<file path="src/rtl/kipa_pkg.sv">
// Package with the shared types and codes of the keyed instance pool admission block.
package kipa_pkg;

  // Function codes of a request.
  localparam logic FUNC_ACQUIRE = 1'b0;
  localparam logic FUNC_RELEASE = 1'b1;

  // Instance kinds.
  localparam logic KIND_EXCLUSIVE = 1'b0;
  localparam logic KIND_SHARED    = 1'b1;

  // Result status codes.
  localparam logic [2:0] ST_OK      = 3'd0;
  localparam logic [2:0] ST_CANCEL  = 3'd1;
  localparam logic [2:0] ST_TIMEOUT = 3'd2;
  localparam logic [2:0] ST_FULL    = 3'd3;
  localparam logic [2:0] ST_WAIT    = 3'd4;

  localparam int unsigned HOLD_W   = 16;
  localparam int unsigned SLOT_W   = 4;
  localparam logic [HOLD_W-1:0] HOLD_MAX = 16'hFFFF;

  typedef struct packed {
    logic        func;
    logic        kind;
    logic [63:0] key_id;
    logic [7:0]  per_key_limit;
    logic        cancelled;
    logic        timed_out;
    logic [3:0]  slot_in;
  } req_t;

  typedef struct packed {
    logic [2:0]  status;
    logic [3:0]  slot_out;
    logic        created;
    logic [15:0] holders;
  } rsp_t;

  // One slot of the instance table as held in memory.
  typedef struct packed {
    logic              kind;
    logic [63:0]       key;
    logic [HOLD_W-1:0] holders;
  } entry_t;

  // Control from the sequencer to the compare unit.
  typedef struct packed {
    logic clear;
    logic valid;
  } scan_ctl_t;

  typedef enum logic [2:0] {
    S_IDLE,
    S_CHECK,
    S_SCAN,
    S_LAST,
    S_DECIDE,
    S_REL
  } state_e;

endpackage

</file>
<file path="src/rtl/kipa_ram.sv">
// Generic single write port, single read port RAM with registered read data.
module kipa_ram #(
  parameter int unsigned WIDTH = 8,
  parameter int unsigned DEPTH = 16
) (
  input  logic                     clk_i,
  input  logic                     we_i,
  input  logic [$clog2(DEPTH)-1:0] waddr_i,
  input  logic [WIDTH-1:0]         wdata_i,
  input  logic                     re_i,
  input  logic [$clog2(DEPTH)-1:0] raddr_i,
  output logic [WIDTH-1:0]         rdata_o
);

  logic [WIDTH-1:0] mem_q [DEPTH];
  logic [WIDTH-1:0] rdata_q;

  always_ff @(posedge clk_i) begin
    if (we_i) begin
      mem_q[waddr_i] <= wdata_i;
    end
    if (re_i) begin
      rdata_q <= mem_q[raddr_i];
    end
  end

  assign rdata_o = rdata_q;

endmodule

</file>
<file path="src/rtl/kipa_match.sv">
// Shared compare unit: matches one slot per cycle and accumulates count and oldest usable slot.
module kipa_match
  import kipa_pkg::*;
#(
  parameter int unsigned IDX_W = 4,
  parameter int unsigned CNT_W = 5
) (
  input  logic              clk_i,
  input  logic              rst_ni,
  input  scan_ctl_t         ctl_i,
  input  logic [IDX_W-1:0]  idx_i,
  input  entry_t            entry_i,
  input  logic              kind_i,
  input  logic [63:0]       key_i,
  output logic              found_o,
  output logic [IDX_W-1:0]  pick_o,
  output logic [HOLD_W-1:0] pick_holders_o,
  output logic [CNT_W-1:0]  count_o
);

  logic              found_q, found_d;
  logic [IDX_W-1:0]  pick_q, pick_d;
  logic [HOLD_W-1:0] pick_hold_q, pick_hold_d;
  logic [CNT_W-1:0]  count_q, count_d;
  logic              hit;
  logic              usable;

  assign hit    = ctl_i.valid && (entry_i.kind == kind_i) && (entry_i.key == key_i);
  assign usable = (entry_i.holders != HOLD_MAX) &&
                  ((entry_i.holders == '0) || (kind_i == KIND_SHARED));

  always_comb begin
    found_d     = found_q;
    pick_d      = pick_q;
    pick_hold_d = pick_hold_q;
    count_d     = count_q;
    if (ctl_i.clear) begin
      found_d = 1'b0;
      count_d = '0;
    end else if (hit) begin
      count_d = count_q + 1'b1;
      if (!found_q && usable) begin
        found_d     = 1'b1;
        pick_d      = idx_i;
        pick_hold_d = entry_i.holders;
      end
    end
  end

  always_ff @(posedge clk_i or negedge rst_ni) begin
    if (!rst_ni) begin
      found_q <= 1'b0;
      count_q <= '0;
    end else begin
      found_q <= found_d;
      count_q <= count_d;
    end
  end

  always_ff @(posedge clk_i) begin
    pick_q      <= pick_d;
    pick_hold_q <= pick_hold_d;
  end

  assign found_o        = found_q;
  assign pick_o         = pick_q;
  assign pick_holders_o = pick_hold_q;
  assign count_o        = count_q;

endmodule

</file>
<file path="src/rtl/keyed_instance_pool_admission_top.sv">
// Top level of the keyed instance pool admission block: sequencer, slot table and compare unit.
//
//   Channel   | Ports                   | Handshake
//   ----------+-------------------------+------------------------------------------
//   request   | start_i, busy_o, req_i  | item taken at a clock edge with start_i
//             |                         | high and busy_o low
//   result    | done_o, rsp_o           | one-cycle strobe, receiver cannot stall
//
// A release of a valid slot passes through the check and release states; other releases and
// cancelled or timed-out acquires end in the check state. Any other acquire scans every used
// slot (none with an empty table) before it reaches the decide state: the slot table sits
// in one RAM whose single read port feeds one compare unit a slot per cycle, lowest first.
// Reset clears the fill count and the sequencer; slot contents need no clearing, since
// only slots below the fill count are ever read. The result strobe shows in the cycle
// after the last step of an item, while busy_o is already low, so the next item can be
// accepted in that same cycle. The receiver has no way to stall the block.
module keyed_instance_pool_admission_top
  import kipa_pkg::*;
#(
  parameter int unsigned MAX_INSTANCES = 16
) (
  input  logic clk_i,
  input  logic rst_ni,
  input  logic start_i,
  output logic busy_o,
  input  req_t req_i,
  output logic done_o,
  output rsp_t rsp_o
);

  // Index width addresses the table; the fill count must also hold the full size.
  localparam int unsigned IDX_W = (MAX_INSTANCES > 1) ? $clog2(MAX_INSTANCES) : 1;
  localparam int unsigned USE_W = $clog2(MAX_INSTANCES + 1);
  localparam int unsigned ENT_W = $bits(entry_t);

  state_e state_q, state_d;

  req_t             req_q;
  logic [USE_W-1:0] used_q, used_d;
  logic [USE_W-1:0] scan_idx_q, scan_idx_d;
  logic             cmp_vld_q, cmp_vld_d;
  logic [IDX_W-1:0] cmp_idx_q, cmp_idx_d;
  logic             done_q, done_d;
  rsp_t             rsp_q, rsp_d;

  // Table memory ports.
  logic             ram_we;
  logic [IDX_W-1:0] ram_waddr;
  entry_t           ram_wdata;
  logic             ram_re;
  logic [IDX_W-1:0] ram_raddr;
  entry_t           ram_rdata;

  // Compare unit interface.
  scan_ctl_t         scan_ctl;
  logic              found;
  logic [IDX_W-1:0]  pick;
  logic [HOLD_W-1:0] pick_holders;
  logic [USE_W-1:0]  match_count;

  // Derived values used by the sequencer.
  logic [USE_W+SLOT_W-1:0] slot_in_ext;
  logic [USE_W+SLOT_W-1:0] used_ext;
  logic [IDX_W+SLOT_W-1:0] rel_ext;
  logic [IDX_W+SLOT_W-1:0] pick_ext;
  logic [USE_W+SLOT_W-1:0] new_ext;
  logic                    rel_ok;
  logic [IDX_W-1:0]        rel_addr;
  logic [7:0]              limit_eff;
  logic                    limit_hit;
  logic [HOLD_W-1:0]       rel_holders;

  assign slot_in_ext = {{USE_W{1'b0}}, req_q.slot_in};
  assign used_ext    = {{SLOT_W{1'b0}}, used_q};
  assign rel_ext     = {{IDX_W{1'b0}}, req_q.slot_in};
  assign pick_ext    = {{SLOT_W{1'b0}}, pick};
  assign new_ext     = {{SLOT_W{1'b0}}, used_q};

  // A slot is valid exactly when its index is below the fill count.
  assign rel_ok   = slot_in_ext < used_ext;
  assign rel_addr = rel_ext[IDX_W-1:0];

  // A zero per-key limit acts as a limit of one.
  assign limit_eff = (req_q.per_key_limit == 8'd0) ? 8'd1 : req_q.per_key_limit;
  assign limit_hit = {8'd0, match_count} >= {{USE_W{1'b0}}, limit_eff};

  // Release decrements, saturating at zero.
  assign rel_holders = (ram_rdata.holders == '0) ? '0 : ram_rdata.holders - 1'b1;

  kipa_ram #(
    .WIDTH(ENT_W),
    .DEPTH(MAX_INSTANCES)
  ) u_table (
    .clk_i  (clk_i),
    .we_i   (ram_we),
    .waddr_i(ram_waddr),
    .wdata_i(ram_wdata),
    .re_i   (ram_re),
    .raddr_i(ram_raddr),
    .rdata_o(ram_rdata)
  );

  kipa_match #(
    .IDX_W(IDX_W),
    .CNT_W(USE_W)
  ) u_match (
    .clk_i         (clk_i),
    .rst_ni        (rst_ni),
    .ctl_i         (scan_ctl),
    .idx_i         (cmp_idx_q),
    .entry_i       (ram_rdata),
    .kind_i        (req_q.kind),
    .key_i         (req_q.key_id),
    .found_o       (found),
    .pick_o        (pick),
    .pick_holders_o(pick_holders),
    .count_o       (match_count)
  );

  // Next-state logic of the sequencer.
  always_comb begin
    state_d = state_q;
    case (state_q)
      S_IDLE: begin
        if (start_i) begin
          state_d = S_CHECK;
        end
      end
      S_CHECK: begin
        if (req_q.func == FUNC_RELEASE) begin
          state_d = rel_ok ? S_REL : S_IDLE;
        end else if (req_q.cancelled || req_q.timed_out) begin
          state_d = S_IDLE;
        end else if (used_q == '0) begin
          state_d = S_DECIDE;
        end else begin
          state_d = S_SCAN;
        end
      end
      S_SCAN: begin
        if (scan_idx_q + 1'b1 == used_q) begin
          state_d = S_LAST;
        end
      end
      S_LAST:   state_d = S_DECIDE;
      S_DECIDE: state_d = S_IDLE;
      S_REL:    state_d = S_IDLE;
      default:  state_d = S_IDLE;
    endcase
  end

  // Output and datapath control of the sequencer.
  always_comb begin
    used_d         = used_q;
    scan_idx_d     = scan_idx_q;
    cmp_vld_d      = (state_q == S_SCAN);
    cmp_idx_d      = scan_idx_q[IDX_W-1:0];
    done_d         = 1'b0;
    rsp_d          = '0;
    ram_we         = 1'b0;
    ram_waddr      = pick;
    ram_wdata      = '0;
    ram_re         = 1'b0;
    ram_raddr      = scan_idx_q[IDX_W-1:0];
    scan_ctl.clear = 1'b0;
    scan_ctl.valid = cmp_vld_q;
    case (state_q)
      S_CHECK: begin
        scan_idx_d     = '0;
        scan_ctl.clear = 1'b1;
        if (req_q.func == FUNC_RELEASE) begin
          if (rel_ok) begin
            ram_re    = 1'b1;
            ram_raddr = rel_addr;
          end else begin
            // Release of a slot that was never created changes nothing.
            done_d         = 1'b1;
            rsp_d.status   = ST_OK;
            rsp_d.slot_out = req_q.slot_in;
          end
        end else if (req_q.cancelled) begin
          done_d       = 1'b1;
          rsp_d.status = ST_CANCEL;
        end else if (req_q.timed_out) begin
          done_d       = 1'b1;
          rsp_d.status = ST_TIMEOUT;
        end
      end
      S_SCAN: begin
        ram_re     = 1'b1;
        ram_raddr  = scan_idx_q[IDX_W-1:0];
        scan_idx_d = scan_idx_q + 1'b1;
      end
      S_DECIDE: begin
        done_d = 1'b1;
        if (found) begin
          ram_we         = 1'b1;
          ram_waddr      = pick;
          ram_wdata      = '{kind: req_q.kind, key: req_q.key_id, holders: pick_holders + 1'b1};
          rsp_d.status   = ST_OK;
          rsp_d.slot_out = pick_ext[SLOT_W-1:0];
          rsp_d.holders  = pick_holders + 1'b1;
        end else if (limit_hit) begin
          rsp_d.status = ST_WAIT;
        end else if (used_ext >= (USE_W + SLOT_W)'(MAX_INSTANCES)) begin
          rsp_d.status = ST_FULL;
        end else begin
          // New slots are appended, so the fill count is the next free index.
          ram_we         = 1'b1;
          ram_waddr      = used_q[IDX_W-1:0];
          ram_wdata      = '{kind: req_q.kind, key: req_q.key_id, holders: HOLD_W'(1)};
          used_d         = used_q + 1'b1;
          rsp_d.status   = ST_OK;
          rsp_d.slot_out = new_ext[SLOT_W-1:0];
          rsp_d.created  = 1'b1;
          rsp_d.holders  = HOLD_W'(1);
        end
      end
      S_REL: begin
        done_d         = 1'b1;
        ram_we         = 1'b1;
        ram_waddr      = rel_addr;
        ram_wdata      = '{kind: ram_rdata.kind, key: ram_rdata.key, holders: rel_holders};
        rsp_d.status   = ST_OK;
        rsp_d.slot_out = req_q.slot_in;
        rsp_d.holders  = rel_holders;
      end
      default: begin
      end
    endcase
  end

  always_ff @(posedge clk_i or negedge rst_ni) begin
    if (!rst_ni) begin
      state_q    <= S_IDLE;
      used_q     <= '0;
      scan_idx_q <= '0;
      cmp_vld_q  <= 1'b0;
      done_q     <= 1'b0;
    end else begin
      state_q    <= state_d;
      used_q     <= used_d;
      scan_idx_q <= scan_idx_d;
      cmp_vld_q  <= cmp_vld_d;
      done_q     <= done_d;
    end
  end

  always_ff @(posedge clk_i) begin
    if (state_q == S_IDLE && start_i) begin
      req_q <= req_i;
    end
    cmp_idx_q <= cmp_idx_d;
    rsp_q     <= rsp_d;
  end

  assign busy_o = (state_q != S_IDLE);
  assign done_o = done_q;
  assign rsp_o  = rsp_q;

endmodule

</file>
<file path="config.mk">
export PLATFORM = sky130hd
export DESIGN_NAME = keyed_instance_pool_admission_top
export DESIGN_NICKNAME = d
export VERILOG_FILES = /design/src/rtl/kipa_pkg.sv /design/src/rtl/kipa_ram.sv /design/src/rtl/kipa_match.sv /design/src/rtl/keyed_instance_pool_admission_top.sv
export SDC_FILE = /design/constraint.sdc
export NUM_CORES = 2
export LEC_CHECK = 0
export ABC_AREA = 0
export ABC_CLOCK_PERIOD_IN_PS = 11640
export BUFFER_PORTS_ARGS = -buffer_cell sky130_fd_sc_hd__buf_2
export CELL_PAD_IN_SITES_DETAIL_PLACEMENT = 0
export CELL_PAD_IN_SITES_GLOBAL_PLACEMENT = 1
export CORE_UTILIZATION = 40
export CTS_CLUSTER_DIAMETER = 150
export DETAILED_ROUTE_END_ITERATION = 8
export HOLD_SLACK_MARGIN = 0.05
export PLACE_DENSITY = 0.71
export SYNTH_ARGS = -nofsm -noshare
export SYNTH_HDL_FRONTEND = slang
export SYNTH_SLANG_ARGS = --single-unit
</file>
<file path="constraint.sdc">
create_clock -name clk_i -period 11.64 [get_ports clk_i]
set_input_delay 0.582 -clock clk_i [delete_from_list [all_inputs] [get_ports clk_i]]
set_output_delay 0.582 -clock clk_i [all_outputs]
set_load 0.02 [all_outputs]
</file>
==> summary.md <==
| Metric | Value |
|---|---|
| Status | finished clean |
| Max_slew headroom | around 2.8% |
| Prevailing post-synth register cell | edfxtp_1 |
| Post-route ant nets | 0 |
| Leakage | roughly 26 nW |
| Clock skew | between 0.03 and 0.04 ns |
| Clock-pin transition on the worst setup and hold timing paths | approximately 0.06 ns |
| # IOs | ~110 |
| Area Overhead vs Synth | 14.7% |
| Final Hold Viols | 0 |
| Clk buf depth | 3 |
| Die height | about 390 µm |
| Peak supply drop | between 0.15 and 0.2 mV |
| Yosys cell types | 63 |
| CTS tree | yes |
| Largest net degree at the start of global routing | around 130 |
| Post-synth top area share | about 75% |
| Vias in the first global route | about 31000 |
| Share of cells above drive strength 1 | around an eighth |
| Die area | around 150000 µm² |
| Starting Density | about two fifths |
| Fill cells | between 10000 and 15000 |
| Count of input and output buffers | 108 |
| Slew @ Worst Pin | roughly 1.5 ns |
| Routability congestion estimate | between 0.7 and 0.8 |
| Fin util | 46.3% |
| CP max FO | between 40 and 50 |
| Setup TNS | 0 ns |
| Sequential cell area | approximately 45000 µm² |
| Cells after Synth | approximately 3200 |
| Num CTS Buffers | between 150 and 200 |
| Critical Path Sink Type | flop |
| Avg Cell Area, Syn | around 18 µm² |
| 1st-iter DRT viols | approximately 2800 |
| Max H-tree Level | 4 |
| Pins Over Slew Limit | 0 |
| Core area | 146000 µm² |
| Ys async rst share | approximately 1.4% |
| Mapped cell area | around 60000 µm² |
| Final setup fails | 0 |
| CP Data Required Time | between 10 and 15 ns |
| Unrepaired setup endpoints after global routing | no |
| Initial antenna violation count | 2 |
| WP data arrival | about 6 ns |
| Pre-CTS setup slack | between 6 and 7 ns |
| Post-CTS setup buffer count | 0 |
| Detailed placement HPWL | 76.7 mm |
| Sequential-to-total area share from yosys stat | 77.2% |
| CP startpoint kind | flop |
| Skew-Pair Late Insertion Delay | between 0.7 and 0.8 ns |
| Post-route DRC violation count | 0 |
| FP Rows | 140 |
| Most common cell after layout, fill and taps aside | edfxtp_1 |
| CTS sink count | around 1500 |
| Synth warnings | 0 |
| Cell taking the most area after synthesis | edfxtp_1 |
| DP Area | a little over 60000 µm² |
| PD cells | 210 nW/µm² |
| Post-synth EDFFs | 1477 |
| Die W | around 390 µm |
| GRT Overall Usage | around a fifth |
| Post-route cell area | 67500 µm² |
| Routed length per instance | 26.0 µm |
| First-pass GRT wire length | approximately 210 mm |
| Crit path kind | flop to flop |
| Final wirelength | about 140 mm |
| Footprint of the multi-input gates | roughly 13000 µm² |
| Tcrit/Tclk final | roughly half |
| Final setup margin | roughly 6 ns |
| Via Count | between 30000 and 40000 |
| Tmin final | roughly 5.7 ns |
| Fin nets | about 3600 |
| Via density | 5.59 |
| Clock tree root buffer cell | clkbuf_16 |
| Synth top area cells | edfxtp_1 (75%), mux2i_1 (11%), o22ai_1 (3.6%) |
| Worst Hold Class | input pin to flop |
| Most frequent cells in the layout | edfxtp_1 (1477), mux2i_1 (649), o22ai_1 (340) |
| Pre-antenna DRT Iters | 5 |
| Synth Net Count | between 3000 and 4000 |
| Total grt overflow | 0 |
| Total of max-cap violations | 0 |
| Fmax | around 180 MHz |
| Yosys reg bits | between 1500 and 2000 |
report_power, final:
group          internal, W  total, W  switching [W]
logic             0.000894   0.00246        0.00156
clock network      0.00269   0.00478        0.00209
registers          0.00665   0.00691       0.000255
total               0.0102    0.0141        0.00391
critical path, cell delays in order (launching register included):
cell	delay [ns]
edfxtp_1	0.35
nor3_1	0.51
a41o_1	0.25
ha_1	0.21
nand2b_1	0.13
a2111oi_0	0.56
nor3b_1	0.23
or4_1	0.43
a21boi_0	0.36
a221oi_1	0.20
buf_4	0.26
nor3_2	0.16
buf_4	0.66
buf_4	0.79
logic make-up (layout without fill, tap and decap cells):
logic type	Yosys count	count (layout)	synth area share (%)
muxes	649	649	11.0
buffers and inverters	201	568	1.47
other	0	1	0
DFF	1526	1526	77.2
xor gates and xnor gates	87	87	1.30
adders and majority gates	16	16	0.340
AOI/OAI and AO/OA	480	480	5.68
and+or+nand+nor	277	277	2.91
per-stage QoR:
step                instances  hold slack (ns)  power [W]
finish                   5521           0.0966     0.0141
detailed placement       5167            0.391    0.00945
CTS                      5520           0.0528     0.0142
global placement         5167            0.387    0.00941
floorplan                3236            0.286    0.00858
global route             5520           0.0675     0.0146
state kept, by name, indices dropped and copies added (netlist names), 3 cells and up:
register                cells
u_table.mem_q            1296
u_match.count_o             5
u_match.pick_holders_o     16
u_match.pick_o              4
cmp_idx_q                   4
used_q                      5
rel_addr                    4
scan_idx_q                  5
rsp_o                      24
state_q                     3
req_q                      76
u_table.rdata_o            81
cell usage after synthesis (all sizes together) (3+ instances only):
| master | number |
|---|---|
| a221o | 3 |
| nor4b | 8 |
| a22o | 68 |
| xor2 | 17 |
| buf | 91 |
| o21ai | 14 |
| mux2i | 649 |
| nand2b | 15 |
| a2111oi | 3 |
| nor3 | 18 |
| a21oi | 10 |
| dfxtp | 28 |
| o2111ai | 4 |
| o22ai | 340 |
| xnor2 | 70 |
| and4 | 5 |
| or4 | 84 |
| nor2b | 10 |
| edfxtp | 1477 |
| o31ai | 3 |
| a21o | 4 |
| nand4 | 18 |
| nor3b | 4 |
| nor2 | 27 |
| nand3 | 14 |
| nand3b | 4 |
| or3 | 3 |
| o221ai | 4 |
| and3 | 6 |
| ha | 16 |
| clkbuf | 74 |
| a41oi | 8 |
| nor4 | 13 |
| nand2 | 38 |
| and4b | 4 |
| dfrtp | 21 |
| inv | 36 |
repair_timing:
| action | CTS | global route |
|---|---|---|
| resized for setup | 0 | 0 |
| hold buffers | 77 | 0 |
| endpoints found under the hold margin | 97 | 0 |
routing by layer:
metal	vias to the layer above	routed length (µm)	GRT usage, %
met4	2	3180	5.30
li1	13700	-	-
met5	-	13	0
met1	16000	62600	26.4
met3	187	9770	3.90
met2	1046	68000	30.9
final cells by class:
cell class,instances,share of cell area (%)
clock buffers,187,6.02
inverters,36,0.200
well taps,1917,3.55
diodes,1,0.00371
repair buffers,256,2.81
flip-flops and latches,1526,67.3
multi-input cells,1509,18.8
clock inverters,89,1.24
worst paths after layout:
| check | startpoint | to | slack [ns] | cells after the start |
|---|---|---|---|---|
| max in group asynchronous | rst_ni | scan_idx_q[2] | 10.93 | 2 |
| worst min-delay path | req_i[74] | req_q[74] | 0.1 | 1 |
| min in group asynchronous | rst_ni | done_o | 0.34 | 2 |
| worst max register to register | req_q[11] | u_table.mem_q[7][1] | 5.98 | 13 |
| worst max-delay path | req_q[11] | u_table.mem_q[7][1] | 5.98 | 13 |
| worst min register to register | cmp_idx_q[0] | u_match.pick_o[0] | 0.40 | 0 |
Note: power is estimated with default switching activity, not from simulation.
